[src/hdl/rgbhsv_pkg.sv]
// ============================================================================
// rgbhsv_pkg
// Shared types and constants for the RGB to HSV byte converter pipeline.
// ============================================================================
package rgbhsv_pkg;

    localparam int CHAN_W      = 8;                 // one colour channel
    localparam int DIFF_W      = CHAN_W + 1;        // signed channel difference
    localparam int QUOT_W      = 8;                 // hue and saturation quotients
    localparam int REM_W       = 17;                // widest dividend (85 * 1275)
    localparam int DEN_W       = CHAN_W + 1;        // widest divisor (2 * delta)
    localparam int BITS_PER_DIV_STAGE = 2;
    localparam int DIV_STAGES  = QUOT_W / BITS_PER_DIV_STAGE;
    localparam int PREP_STAGES = 2;
    localparam int NSTAGE      = PREP_STAGES + DIV_STAGES + 1;

    localparam logic [7:0] HUE_STEP_EXACT  = 8'd85;  // 42.5 worked on halves
    localparam logic [7:0] HUE_STEP_COARSE = 8'd43;
    localparam logic [7:0] OFFSET_RED      = 8'd0;
    localparam logic [7:0] OFFSET_GREEN    = 8'd85;
    localparam logic [7:0] OFFSET_BLUE     = 8'd171;
    localparam logic [7:0] SAT_SCALE       = 8'd255;

    // Sector chosen by the largest channel, ties to red then green
    typedef enum logic [1:0] {
        SECT_RED   = 2'd0,
        SECT_GREEN = 2'd1,
        SECT_BLUE  = 2'd2
    } sector_t;

    // After min/max search
    typedef struct packed {
        logic [CHAN_W-1:0]        max_val;
        logic [CHAN_W-1:0]        delta;
        logic signed [DIFF_W-1:0] diff;
        sector_t                  sector;
        logic                     exact;
    } pix_t;

    // Travels through the divider: two lanes, hue and saturation
    typedef struct packed {
        logic [REM_W-1:0]  rem_h;
        logic [DEN_W-1:0]  den_h;
        logic [QUOT_W-1:0] q_h;
        logic [REM_W-1:0]  rem_s;
        logic [DEN_W-1:0]  den_s;
        logic [QUOT_W-1:0] q_s;
        logic [7:0]        offset;
        logic              neg;
        logic              grey;
        logic [CHAN_W-1:0] max_val;
    } div_item_t;

endpackage

[src/hdl/rgbhsv_prep.sv]
// ============================================================================
// rgbhsv_prep
// Two pipeline stages: min/max and sector search, then dividend and divisor
// forming for the hue and saturation lanes.
// ============================================================================
module rgbhsv_prep
    import rgbhsv_pkg::*;
(
    input  logic                   aclk,
    input  logic [CHAN_W-1:0]      red,
    input  logic [CHAN_W-1:0]      green,
    input  logic [CHAN_W-1:0]      blue,
    input  logic                   exact_mode,
    input  logic [PREP_STAGES-1:0] load,
    output div_item_t              item_out
);

    pix_t      pix_reg, pix_next;
    div_item_t item_reg, item_next;

    // Stage one: largest and smallest channel, sector, signed difference
    always_comb begin
        logic [CHAN_W-1:0] mx, mn;
        mx = (red > green) ? ((red > blue) ? red : blue)
                           : ((green > blue) ? green : blue);
        mn = (red < green) ? ((red < blue) ? red : blue)
                           : ((green < blue) ? green : blue);
        pix_next.max_val = mx;
        pix_next.delta   = mx - mn;
        pix_next.exact   = exact_mode;
        if (mx == red) begin
            pix_next.sector = SECT_RED;
            pix_next.diff   = $signed({1'b0, green}) - $signed({1'b0, blue});
        end else if (mx == green) begin
            pix_next.sector = SECT_GREEN;
            pix_next.diff   = $signed({1'b0, blue}) - $signed({1'b0, red});
        end else begin
            pix_next.sector = SECT_BLUE;
            pix_next.diff   = $signed({1'b0, red}) - $signed({1'b0, green});
        end
    end

    always_ff @(posedge aclk) begin
        if (load[0]) begin
            pix_reg <= pix_next;
        end
    end

    // Stage two: scaled dividends and divisors
    always_comb begin
        logic [DIFF_W-1:0]   abs_wide;
        logic [CHAN_W-1:0]   abs_d;
        logic signed [10:0]  k_green, k_blue;
        logic [10:0]         k_sel;
        logic [7:0]          factor;
        abs_wide = pix_reg.diff[DIFF_W-1] ? DIFF_W'(-pix_reg.diff) : pix_reg.diff;
        abs_d    = abs_wide[CHAN_W-1:0];
        k_green  = $signed({2'b00, pix_reg.delta, 1'b0}) + 11'(pix_reg.diff);
        k_blue   = $signed({1'b0, pix_reg.delta, 2'b00}) + 11'(pix_reg.diff);

        item_next         = '0;
        item_next.max_val = pix_reg.max_val;
        item_next.grey    = (pix_reg.delta == '0);
        item_next.rem_s   = REM_W'(SAT_SCALE) * REM_W'(pix_reg.delta);
        item_next.den_s   = DEN_W'(pix_reg.max_val);

        if (pix_reg.exact) begin
            // Whole sum over twice delta; only the red sector can go negative
            factor            = HUE_STEP_EXACT;
            item_next.den_h   = {pix_reg.delta, 1'b0};
            item_next.offset  = OFFSET_RED;
            case (pix_reg.sector)
                SECT_GREEN: begin
                    k_sel         = k_green;
                    item_next.neg = 1'b0;
                end
                SECT_BLUE: begin
                    k_sel         = k_blue;
                    item_next.neg = 1'b0;
                end
                default: begin
                    k_sel         = 11'(abs_d);
                    item_next.neg = pix_reg.diff[DIFF_W-1];
                end
            endcase
        end else begin
            // Coarse: integer offset plus truncated signed quotient
            factor          = HUE_STEP_COARSE;
            k_sel           = 11'(abs_d);
            item_next.den_h = DEN_W'(pix_reg.delta);
            item_next.neg   = pix_reg.diff[DIFF_W-1];
            case (pix_reg.sector)
                SECT_GREEN: item_next.offset = OFFSET_GREEN;
                SECT_BLUE:  item_next.offset = OFFSET_BLUE;
                default:    item_next.offset = OFFSET_RED;
            endcase
        end
        item_next.rem_h = REM_W'(k_sel) * REM_W'(factor);
    end

    always_ff @(posedge aclk) begin
        if (load[1]) begin
            item_reg <= item_next;
        end
    end

    assign item_out = item_reg;

endmodule

[src/hdl/rgbhsv_divider.sv]
// ============================================================================
// rgbhsv_divider
// Pipelined restoring divider, two quotient bits per stage, run on the hue
// and saturation lanes side by side. Quotients are known to fit in 8 bits.
// ============================================================================
module rgbhsv_divider
    import rgbhsv_pkg::*;
(
    input  logic                  aclk,
    input  div_item_t             item_in,
    input  logic [DIV_STAGES-1:0] load,
    output div_item_t             item_out
);

    div_item_t pipe_reg  [DIV_STAGES];
    div_item_t pipe_next [DIV_STAGES];

    // One restoring step on both lanes at quotient bit pos
    function automatic div_item_t div_step(input div_item_t x, input logic [2:0] pos);
        logic [REM_W-1:0] sh_h, sh_s;
        div_item_t        y;
        y    = x;
        sh_h = REM_W'(x.den_h) << pos;
        sh_s = REM_W'(x.den_s) << pos;
        if (y.rem_h >= sh_h) begin
            y.rem_h    = y.rem_h - sh_h;
            y.q_h[pos] = 1'b1;
        end
        if (y.rem_s >= sh_s) begin
            y.rem_s    = y.rem_s - sh_s;
            y.q_s[pos] = 1'b1;
        end
        return y;
    endfunction

    for (genvar j = 0; j < DIV_STAGES; j++) begin : g_step
        localparam int HI = QUOT_W - 1 - BITS_PER_DIV_STAGE * j;

        // Resolve the two next quotient bits, high one first
        always_comb begin
            div_item_t src;
            src          = (j == 0) ? item_in : pipe_reg[(j == 0) ? 0 : j - 1];
            pipe_next[j] = div_step(div_step(src, 3'(HI)), 3'(HI - 1));
        end

        always_ff @(posedge aclk) begin
            if (load[j]) begin
                pipe_reg[j] <= pipe_next[j];
            end
        end
    end

    assign item_out = pipe_reg[DIV_STAGES-1];

endmodule

[src/hdl/rgbhsv_finish.sv]
// ============================================================================
// rgbhsv_finish
// Output stage: apply sign and sector offset to the hue, zero grey pixels,
// and hold the result until the downstream side takes it.
// ============================================================================
module rgbhsv_finish
    import rgbhsv_pkg::*;
(
    input  logic        aclk,
    input  div_item_t   item_in,
    input  logic        load,
    output logic [23:0] result
);

    logic [23:0] out_reg, out_next;

    // Wrap hue modulo 256, grey gives zero hue and saturation
    always_comb begin
        logic [7:0] q_signed;
        q_signed = item_in.neg ? 8'(-item_in.q_h) : item_in.q_h;
        if (item_in.grey) begin
            out_next = {item_in.max_val, 8'd0, 8'd0};
        end else begin
            out_next = {item_in.max_val, item_in.q_s, 8'(item_in.offset + q_signed)};
        end
    end

    always_ff @(posedge aclk) begin
        if (load) begin
            out_reg <= out_next;
        end
    end

    assign result = out_reg;

endmodule

[src/hdl/rgb_to_hsv_byte_convert.sv]
// ============================================================================
// rgb_to_hsv_byte_convert
// Streaming RGB to HSV converter on bytes, hue on a 0..255 circle.
// ============================================================================
//  Channel   Direction  Payload (lowest bits first)           Handshake
//  s_        in         red, green, blue                      tvalid/tready
//  m_        out        hue, saturation, brightness           tvalid/tready
//  cfg_      in         exact_mode (bit 0)                    write enable
//
//  One pixel per cycle while the output is not stalled; the pipeline is two
//  forming stages, four divider stages of two quotient bits each, and the output register.
//  Reset clears all stage valid bits and sets exact_mode to 1.
//  Each stage holds while the next is full and stalled; empty stages fill,
//  so input is taken while a result waits at the output.
// ============================================================================
module rgb_to_hsv_byte_convert
    import rgbhsv_pkg::*;
(
    input  logic        aclk,
    input  logic        aresetn,
    // Input pixel requests
    input  logic        s_tvalid,
    output logic        s_tready,
    input  logic [23:0] s_tdata,   // red [7:0], green [15:8], blue [23:16]
    // Result requests
    output logic        m_tvalid,
    input  logic        m_tready,
    output logic [23:0] m_tdata,   // hue [7:0], saturation [15:8], brightness [23:16]
    // Mode register
    input  logic        cfg_wen,
    input  logic        cfg_wdata
);

    logic              exact_mode_reg;
    logic [NSTAGE-1:0] valid_reg, valid_next;
    logic [NSTAGE:0]   ready;
    div_item_t         prep_item, div_item;

    // Mode register
    always_ff @(posedge aclk) begin
        if (!aresetn) begin
            exact_mode_reg <= 1'b1;
        end else if (cfg_wen) begin
            exact_mode_reg <= cfg_wdata;
        end
    end

    // Stage may load when empty or when its content moves on
    always_comb begin
        ready[NSTAGE] = m_tready;
        for (int k = NSTAGE - 1; k >= 0; k--) begin
            ready[k] = !valid_reg[k] || ready[k+1];
        end
    end

    // Advance valid bits with the data
    always_comb begin
        valid_next = valid_reg;
        for (int k = 0; k < NSTAGE; k++) begin
            if (ready[k]) begin
                valid_next[k] = (k == 0) ? s_tvalid : valid_reg[(k == 0) ? 0 : k - 1];
            end
        end
    end

    always_ff @(posedge aclk) begin
        if (!aresetn) begin
            valid_reg <= '0;
        end else begin
            valid_reg <= valid_next;
        end
    end

    rgbhsv_prep u_prep (
        .aclk       (aclk),
        .red        (s_tdata[7:0]),
        .green      (s_tdata[15:8]),
        .blue       (s_tdata[23:16]),
        .exact_mode (exact_mode_reg),
        .load       (ready[PREP_STAGES-1:0]),
        .item_out   (prep_item)
    );

    rgbhsv_divider u_divider (
        .aclk     (aclk),
        .item_in  (prep_item),
        .load     (ready[PREP_STAGES+DIV_STAGES-1:PREP_STAGES]),
        .item_out (div_item)
    );

    rgbhsv_finish u_finish (
        .aclk    (aclk),
        .item_in (div_item),
        .load    (ready[NSTAGE-1]),
        .result  (m_tdata)
    );

    assign s_tready = ready[0];
    assign m_tvalid = valid_reg[NSTAGE-1];

endmodule

[config.mk]
export PLATFORM = sky130hd
export DESIGN_NAME = rgb_to_hsv_byte_convert
export DESIGN_NICKNAME = d
export VERILOG_FILES = /design/src/hdl/rgbhsv_pkg.sv /design/src/hdl/rgbhsv_prep.sv /design/src/hdl/rgbhsv_divider.sv /design/src/hdl/rgbhsv_finish.sv /design/src/hdl/rgb_to_hsv_byte_convert.sv
export SDC_FILE = /design/constraint.sdc
export NUM_CORES = 1
export LEC_CHECK = 0
export BUFFER_PORTS_ARGS = -buffer_cell sky130_fd_sc_hd__buf_2
export CAP_MARGIN = 15
export CORE_ASPECT_RATIO = 0.9
export CORE_MARGIN = 1
export CORE_UTILIZATION = 65
export CTS_BUF_LIST = sky130_fd_sc_hd__clkbuf_8
export CTS_CLUSTER_SIZE = 10
export DETAILED_ROUTE_END_ITERATION = 10
export PLACE_DENSITY = 0.82
export SLEW_MARGIN = 30
export SYNTH_ARGS = -nofsm -noshare
export SYNTH_HDL_FRONTEND = slang
export SYNTH_HIERARCHICAL = 1
export SYNTH_SLANG_ARGS = --single-unit
[constraint.sdc]
create_clock -name aclk -period 6.7 [get_ports aclk]
set_input_delay 1.34 -clock aclk [delete_from_list [all_inputs] [get_ports aclk]]
set_output_delay 1.34 -clock aclk [all_outputs]
set_load 0.01 [all_outputs]
### Yosys cells after proc, flatten, opt, wreduce, memory -nomap -nowiden

Memory sizes are Yosys's and may differ from the RTL's.
Index checks and enable logic that the tools add are counted.

| word-level totals | value |
|---|---|
| register bits after elaboration | 120 |
| RAM bits | 344 |
| input bits | 30 |
| output and inout port bits | 26 |
| word-level logic and storage cells | 151 |
| memories kept | 1 |

Memory list:

| name | words | bits a word | read ports | clocked after memory_dff | write ports | RTL line | RTL |
|---|---|---|---|---|---|---|---|
| u_divider.pipe_reg | 4 | 86 | 4 | 0 | 4 | rgbhsv_divider.sv:15 | `div_item_t pipe_reg [DIV_STAGES];` |

| cells by class | value |
|---|---|
| add/subtract/negate cells | 25 |
| $mul | 2 |
| $lt $le $gt $ge | 22 |
| equal/unequal tests | 4 |
| mux-type cells | 57 |
| reduce and logical (&&, ||, !) cells | 16 |

Operators by type and width:

| operator | number |
|---|---|
| $mux 17 | 16 |
| $mux 8 | 9 |
| $ge 17x14->1 | 3 |
| $sub 17x14->17 | 3 |
| $ge 17x10->1 | 2 |
| $ge 17x11->1 | 2 |
| $ge 17x12->1 | 2 |
| $ge 17x13->1 | 2 |
| $ge 17x9->1 | 2 |
| $sub 17x10->17 | 2 |
| $sub 17x11->17 | 2 |
| $sub 17x12->17 | 2 |
| $sub 17x13->17 | 2 |
| $sub 17x9->17 | 2 |
| $mux 11 | 3 |
| $sub 8x8->9 | 3 |
| $mux 1 | 26 |
| $gt 8x8->1 | 3 |
| $lt 8x8->1 | 3 |
| $pmux 11 s2 | 1 |
| $ge 17x15->1 | 1 |
| $ge 17x16->1 | 1 |
| $mul 11x7->17 | 1 |
| $sub 16x15->17 | 1 |
| other kinds (18) | 32 |

### Depth between registers and ports, before layout

Gate-level depths: netlist of the first run.

| depth | value |
|---|---|
| depth in word-level cells | 8 |
| depth in mapped cells | 27 |
| mapped depth without buffers | 27 |

### Modules after synthesis

Netlist of the first run, hierarchy kept.

Modules (own cells, without submodules):

| module | instances | cells each | area an instance (µm²) | seq. area each (µm²) |
|---|---|---|---|---|
| rgbhsv_divider | 1 | 1780 | 20270.7 | 10329.9 |
| rgbhsv_prep | 1 | 951 | 9414.0 | 2492.4 |
| rgbhsv_finish | 1 | 102 | 1276.2 | 720.7 |
| rgb_to_hsv_byte_convert | 1 | 35 | 326.6 | 160.2 |

### Least setup slack after synthesis of the first run

No wires, ideal clock.

| timing | value |
|---|---|
| kind | register to register |
| from | register u_prep/pix_reg[12] (netlist name) |
| to | register u_prep.item_reg (netlist bit u_prep/item_out[85]), data pin |
| setup time | 0.260 ns |
| arrival | 5.417 ns |
| data required time | 6.440 ns |
| path slack | 1.023 ns |
| cell stages (with the launch flop) | 25 |
| buffers on the path | 0 |
| clock period less this slack | 5.677 ns |
| cell sequence | edfxtp_1 > ha_1 > inv_1 > fa_1 > inv_1 > a21o_1 > a21oi_1 > a2bb2oi_1 > nor2b_1 > xnor2_1 > a22oi_1 > nor2_1 > fa_1 > fa_1 > fa_1 > inv_1 > fa_1 > inv_1 > ha_1 > and3_1 > a21oi_1 > o211ai_1 > a31o_2 > a21oi_1 > xnor2_1 |

RTL lines:

| item | RTL line | RTL |
|---|---|---|
| start, declared | rgbhsv_prep.sv:18 | `pix_t pix_reg, pix_next;` |
| start signal, assigned | rgbhsv_prep.sv:45 | `pix_reg <= pix_next;` |
| end signal, assigned | rgbhsv_prep.sv:103 | `item_reg <= item_next;` |
| end, declared | rgbhsv_prep.sv:19 | `div_item_t item_reg, item_next;` |

==> results of run 1 <==
area by class of cell:
cell class	count	area [sq um]	area share, %
multi-input combinational	1926	15300	49.5
sequential	407	12100	39.4
inverter	298	1120	3.63
clock buffer	67	922	2.99
tap	592	741	2.40
timing repair buffer	71	399	1.29
clock inverter	43	245	0.795
cells in the final DEF (no fill, tap or decap), types with 9 or more instances in the layout:
cell type / count
edfxtp_1: 399
a31oi_1: 21
o21ai_0: 127
o21a_1: 36
a221oi_1: 11
or3_1: 14
or2_2: 15
and3_1: 13
nor4_1: 22
nor2b_1: 54
mux2_2: 56
nand2b_1: 45
a211o_1: 9
and2_1: 10
fa_1: 74
o211ai_1: 18
nand3_1: 40
clkinv_1: 10
o22ai_1: 16
buf_2: 55
o21bai_1: 12
mux2i_1: 36
a21o_1: 70
xor2_1: 55
xnor2_1: 131
or4_1: 12
ha_1: 288
nand4_1: 27
inv_1: 318
nand2_1: 164
nor3_1: 43
a21boi_0: 23
a21oi_1: 150
nor2_1: 135
clkbuf_8: 67
a211oi_1: 21
buf_4: 15
conb_1: 25
o31ai_1: 18
worst max-delay path, cell delays in order, from the launching register on:
cell	delay (ns)
edfxtp_1	0.37
inv_1	0.08
ha_1	0.35
or4b_1	0.49
o41ai_1	0.66
nor2b_1	0.09
and3_1	0.47
o21ai_0	0.51
ha_1	0.33
nor2b_1	0.14
o21a_1	0.18
o21ai_0	0.26
a21oi_1	0.16
a221oi_1	0.36
o211ai_1	0.24
or3b_1	0.50
nor2_1	0.13
buf_4	0.20
mux2_2	0.36
how the worst min path moves through the flow:
| stage | to | slack, ns | cells past startpoint |
|---|---|---|---|
| global placement | u_prep/item_out[5]$_DFFE_PP_ | 0.40 | 0 |
| floorplan | u_divider/pipe_reg[0][10]$_DFFE_PP_ | 0.40 | 0 |
| CTS | u_divider/pipe_reg[2][11]$_DFFE_PP_ | 0.41 | 0 |
| finish | u_divider/pipe_reg[2][11]$_DFFE_PP_ | 0.41 | 0 |
| detailed placement | u_divider/pipe_reg[1][19]$_DFFE_PP_ | 0.40 | 0 |
| global route | u_divider/pipe_reg[2][13]$_DFFE_PP_ | 0.42 | 0 |
metal layers:
layer  vias up  GRT usage [%]
met5         -              0
met4         0           8.55
met3       120           4.08
met2       639           45.3
met1      9644           36.6
li1       9854              -
per-stage QoR:
step	setup WS (ns)	std cells	area [sq um]	hold slack, ns
after CTS	0.560	3404	30800	0.408
after global placement	0.711	3294	29700	0.400
after global routing	0.104	3404	30800	0.418
after detailed placement	0.541	3294	29700	0.405
final	0.585	3404	30800	0.411
after floorplan	1.02	2713	29000	0.400
==> impl_metrics.ini, run 1 <==
[detailed_routing]
top_layer = met4
drt_wl_total_mm = 60.8
vias = 20300
wirelength_met1_mm = 27.6
vias_per_cell = 5.95
dr_wl_met2_mm = 28.7
drtAntennaViolNets = 0
drc = 0
met3_length_mm = 3.02
avgRoutedWirePerCell_microns = 17.9
drtPass1Iterations = 7
drt_iter0_drc = 1457

[clocking]
clock_sinks = 407
post-cts-setup-buffers = 0
cts_hold_buf = 0
numCtsBuffers = 66
cts_resized = 0
cts_root_buf = clkbuf_8
cts_buffer_depth = 3
ctsHtreeMaxLevel = 3
clkTransAtPathRegs_ns = 0.06
cts_tree = done
clock_latency_ns = 0.64

[worst_setup_path]
crit_start = u_divider/pipe_reg[1][62]$_DFFE_PP_
reg2reg_to = u_divider/pipe_reg[2][73]$_DFFE_PP_
worstPathArrival_ns = 6.50
rr_worst_depth = 18
reg2reg_from = u_divider/pipe_reg[1][62]$_DFFE_PP_
r2r_setup_slack_ns = 0.58
critPathCapture = u_divider/pipe_reg[2][73]$_DFFE_PP_
cp.required_ns = 7.08
end_kind = flip-flop
worst-setup-path-type = flip-flop to flip-flop
crit_path_max_fanout = 22
startpoint_type = flip-flop

[worst_hold_path]
holdCritStartpoint = u_divider/pipe_reg[1][11]$_DFFE_PP_
hp-class = flip-flop to flip-flop

[finish]
drive_above_1_share_pct = 9.14
largest_reg_flops = 292
nFillCells = 3121
diodes = 0
layout.nets = 3162
area_growth_pct = 6.79
fin_util_pct = 71.0

[sta]
tightestPinTransition_ns = 0.925
tns_ns = 0
rsz0062_at_grt = false
final_hold_viol_count = 0
finalCriticalPeriod_ns = 6.12
slew_headroom_pct = 38.3
fin_crit_sh_pct = 91.3
maxSlewViolCount = 0
setup_viol = 0
finalClockSkew_ns = 0.0429
max_freq_mhz = 164

[global_routing]
grt_pass1_wl_mm = 99.0
antenna_found_initial = 0
grt_use_total_pct = 27.1
overflow = 0
grt_pass1_vias = 20000
grt_max_degree = 86

[synth]
syn_area_sq_mm = 0.0289
synth_area_per_cell_sq_um = 10.7
yosysWarnings = 6
synth_cells = 2690

[floorplan]
die_h_microns = 202
dieArea_sq_mm = 0.0453
initial_core_util_pct = 66.5
coreArea_sq_mm = 0.0434
rows = 72
die_x_microns = 224
pin_count = 56

[run]
max_cap_violations = 0

[placed_design]
gp_congestion = 0.938
dp_hpwl_mm = 46.9
io_buffers = 55

[run_status]
status = completed
Power of run 1 is left out: the tool's default activity adds up to more than one toggle a clock period on the data nets, which glitch-free logic cannot reach.
==> run 2: changes to the inputs <==
- SYNTH_HIERARCHICAL: 1 -> unset
==> impl_metrics.ini, run 2 <==
[run_status]
status = completed

[synth]
seq_area_frac_synth_pct = 39.1
synth_cells = 2479
yosysMostFrequentCell = edfxtp_1
synth_area_per_cell_sq_um = 10.3
ys.flop_type = edfxtp_1
synth_edf_count = 328
yosys-top-cells-count = edfxtp_1, ha_1, inv_1, nor2_1, o21ai_0
synth_area_leaders = edfxtp_1, ha_1, fa_1
ys_ff_latch = 336
yosysTopAreaCellShare_pct = 38.4
synthDistinctLibCells = 95
synthArstFlopShare_pct = 0
yosysWarnings = 0
syn_area_sq_mm = 0.0256
yosysTopAreaCell = edfxtp_1

[clocking]
cts_tree = done
ctsHtreeMaxLevel = 2
cts_root_buf = clkbuf_8
clock_sinks = 336
clock_latency_ns = 0.63
numCtsBuffers = 54
post-cts-setup-buffers = 0
clkTransAtPathRegs_ns = 0.07
cts_buffer_depth = 3

[detailed_routing]
drc = 0
vias = 18500
avgRoutedWirePerCell_microns = 17.2
drtPass1Iterations = 5
drt_iter0_drc = 1118
drtAntennaViolNets = 0
vias_per_cell = 5.92
drt_wl_total_mm = 53.7

[finish]
area_growth_pct = 7.59
fin_util_pct = 71.4
layout.nets = 2942
largest_reg_flops = 221
design_area_sq_mm = 0.0276
layout_common_cells = edfxtp_1, inv_1, ha_1
final_common_cell = edfxtp_1
diodes = 0
drive_above_1_share_pct = 9.03

[floorplan]
die_x_microns = 211
initial_core_util_pct = 66.4
coreArea_sq_mm = 0.0386
pin_count = 56
rows = 68
die_h_microns = 190
dieArea_sq_mm = 0.0402

[sta]
fin_crit_sh_pct = 93.8
maxSlewViolCount = 0
finalCriticalPeriod_ns = 6.28
finalClockSkew_ns = 0.0296
tns_ns = 0
tightestPinTransition_ns = 0.844
layout_setup_ws_ns = 0.416
setup_viol = 0
final_hold_viol_count = 0
slew_headroom_pct = 43.6
rsz0062_at_grt = false
max_freq_mhz = 159

[placed_design]
dp_hpwl_mm = 42.7
io_buffers = 55
dpl-instance-area_sq_mm = 0.0265
place_worst_setup_slack_ns = 0.141
gp_congestion = 0.938

[worst_setup_path]
end_kind = flip-flop
worst-setup-path-type = flip-flop to flip-flop
worstPathArrival_ns = 6.66
crit_path_max_fanout = 5
cp.required_ns = 7.08
rr_worst_depth = 25
startpoint_type = flip-flop

[global_routing]
grt_max_degree = 69
grt_use_total_pct = 27.6
antenna_found_initial = 0
grt_pass1_wl_mm = 89.8
overflow = 0
grt_pass1_vias = 18600

[worst_hold_path]
holdPathStages = 0
hp-class = flip-flop to flip-flop

[run]
max_cap_violations = 0
## run 2: final timing paths
path	startpoint	endpoint	slack, ns
worst max-delay path	u_prep.pix_reg[4]$_DFFE_PP_	u_prep.item_out[84]$_DFFE_PP_	0.42
worst min-delay path	u_divider.pipe_reg[2][22]$_DFFE_PP_	u_divider.pipe_reg[3][22]$_DFFE_PP_	0.41
worst max register to register	u_prep.pix_reg[4]$_DFFE_PP_	u_prep.item_out[84]$_DFFE_PP_	0.42
worst min register to register	u_divider.pipe_reg[2][22]$_DFFE_PP_	u_divider.pipe_reg[3][22]$_DFFE_PP_	0.41
## run 2: cells by family (layout without fill, tap and decap cells)
| kind of cell | after synthesis | after routing | synth area share (%) |
|---|---|---|---|
| xor+xnor | 190 | 190 | 6.49 |
| simple gates | 601 | 601 | 11.8 |
| other cells | 2 | 7 | 0.0293 |
| compound gates | 585 | 585 | 14.7 |
| mux | 84 | 84 | 3.50 |
| flops | 336 | 336 | 39.1 |
| fa+ha+maj | 353 | 353 | 19.4 |
| buf+inv | 328 | 447 | 4.97 |
## run 2: routing by layer
metal	track usage, %	vias up	share of wire (%)
li1	-	9105	-
met1	35.1	8815	44
met2	48.7	496	49
met3	3.21	101	4.4
met4	9.70	0	2.6
met5	0	-	0
## run 2: timing repair
item,4_1_cts,5_1_grt
gates resized for setup,0,4
hold buffers,0,0
endpoints found under the setup margin,0,6
## run 2: per-stage QoR
stage	hold WS, ns	cells
detailed placement	0.405	3028
global placement	0.403	3028
finish	0.413	3128
global route	0.418	3128
CTS	0.406	3128
floorplan	0.400	2484
## run 2: worst max-delay path, cell delays in order (launching register included)
cell,delay (ns)
edfxtp_1,0.45
ha_1,0.26
fa_1,0.41
a21o_1,0.19
a21oi_2,0.22
nor3b_1,0.07
o31ai_1,0.21
a21oi_1,0.09
a2111oi_2,0.35
a21oi_1,0.16
nand2_1,0.16
o21ai_0,0.13
ha_1,0.37
fa_1,0.50
fa_1,0.50
inv_1,0.06
fa_1,0.53
inv_1,0.04
ha_1,0.36
nand3_1,0.12
nand2_1,0.05
a41oi_1,0.22
a21oi_1,0.15
a21o_1,0.20
a21oi_1,0.17
xnor2_1,0.09
## run 2: final cells by class
cell class	instances	area [sq um]
multi-input cells	1820	14400
clock inverters	40	253
fillers	2850	11100
clock buffers	60	826
inverters	275	1030
well taps	525	657
flip-flops and latches	336	10000
repair buffers	72	403
Power of run 2 is left out for the same reason.
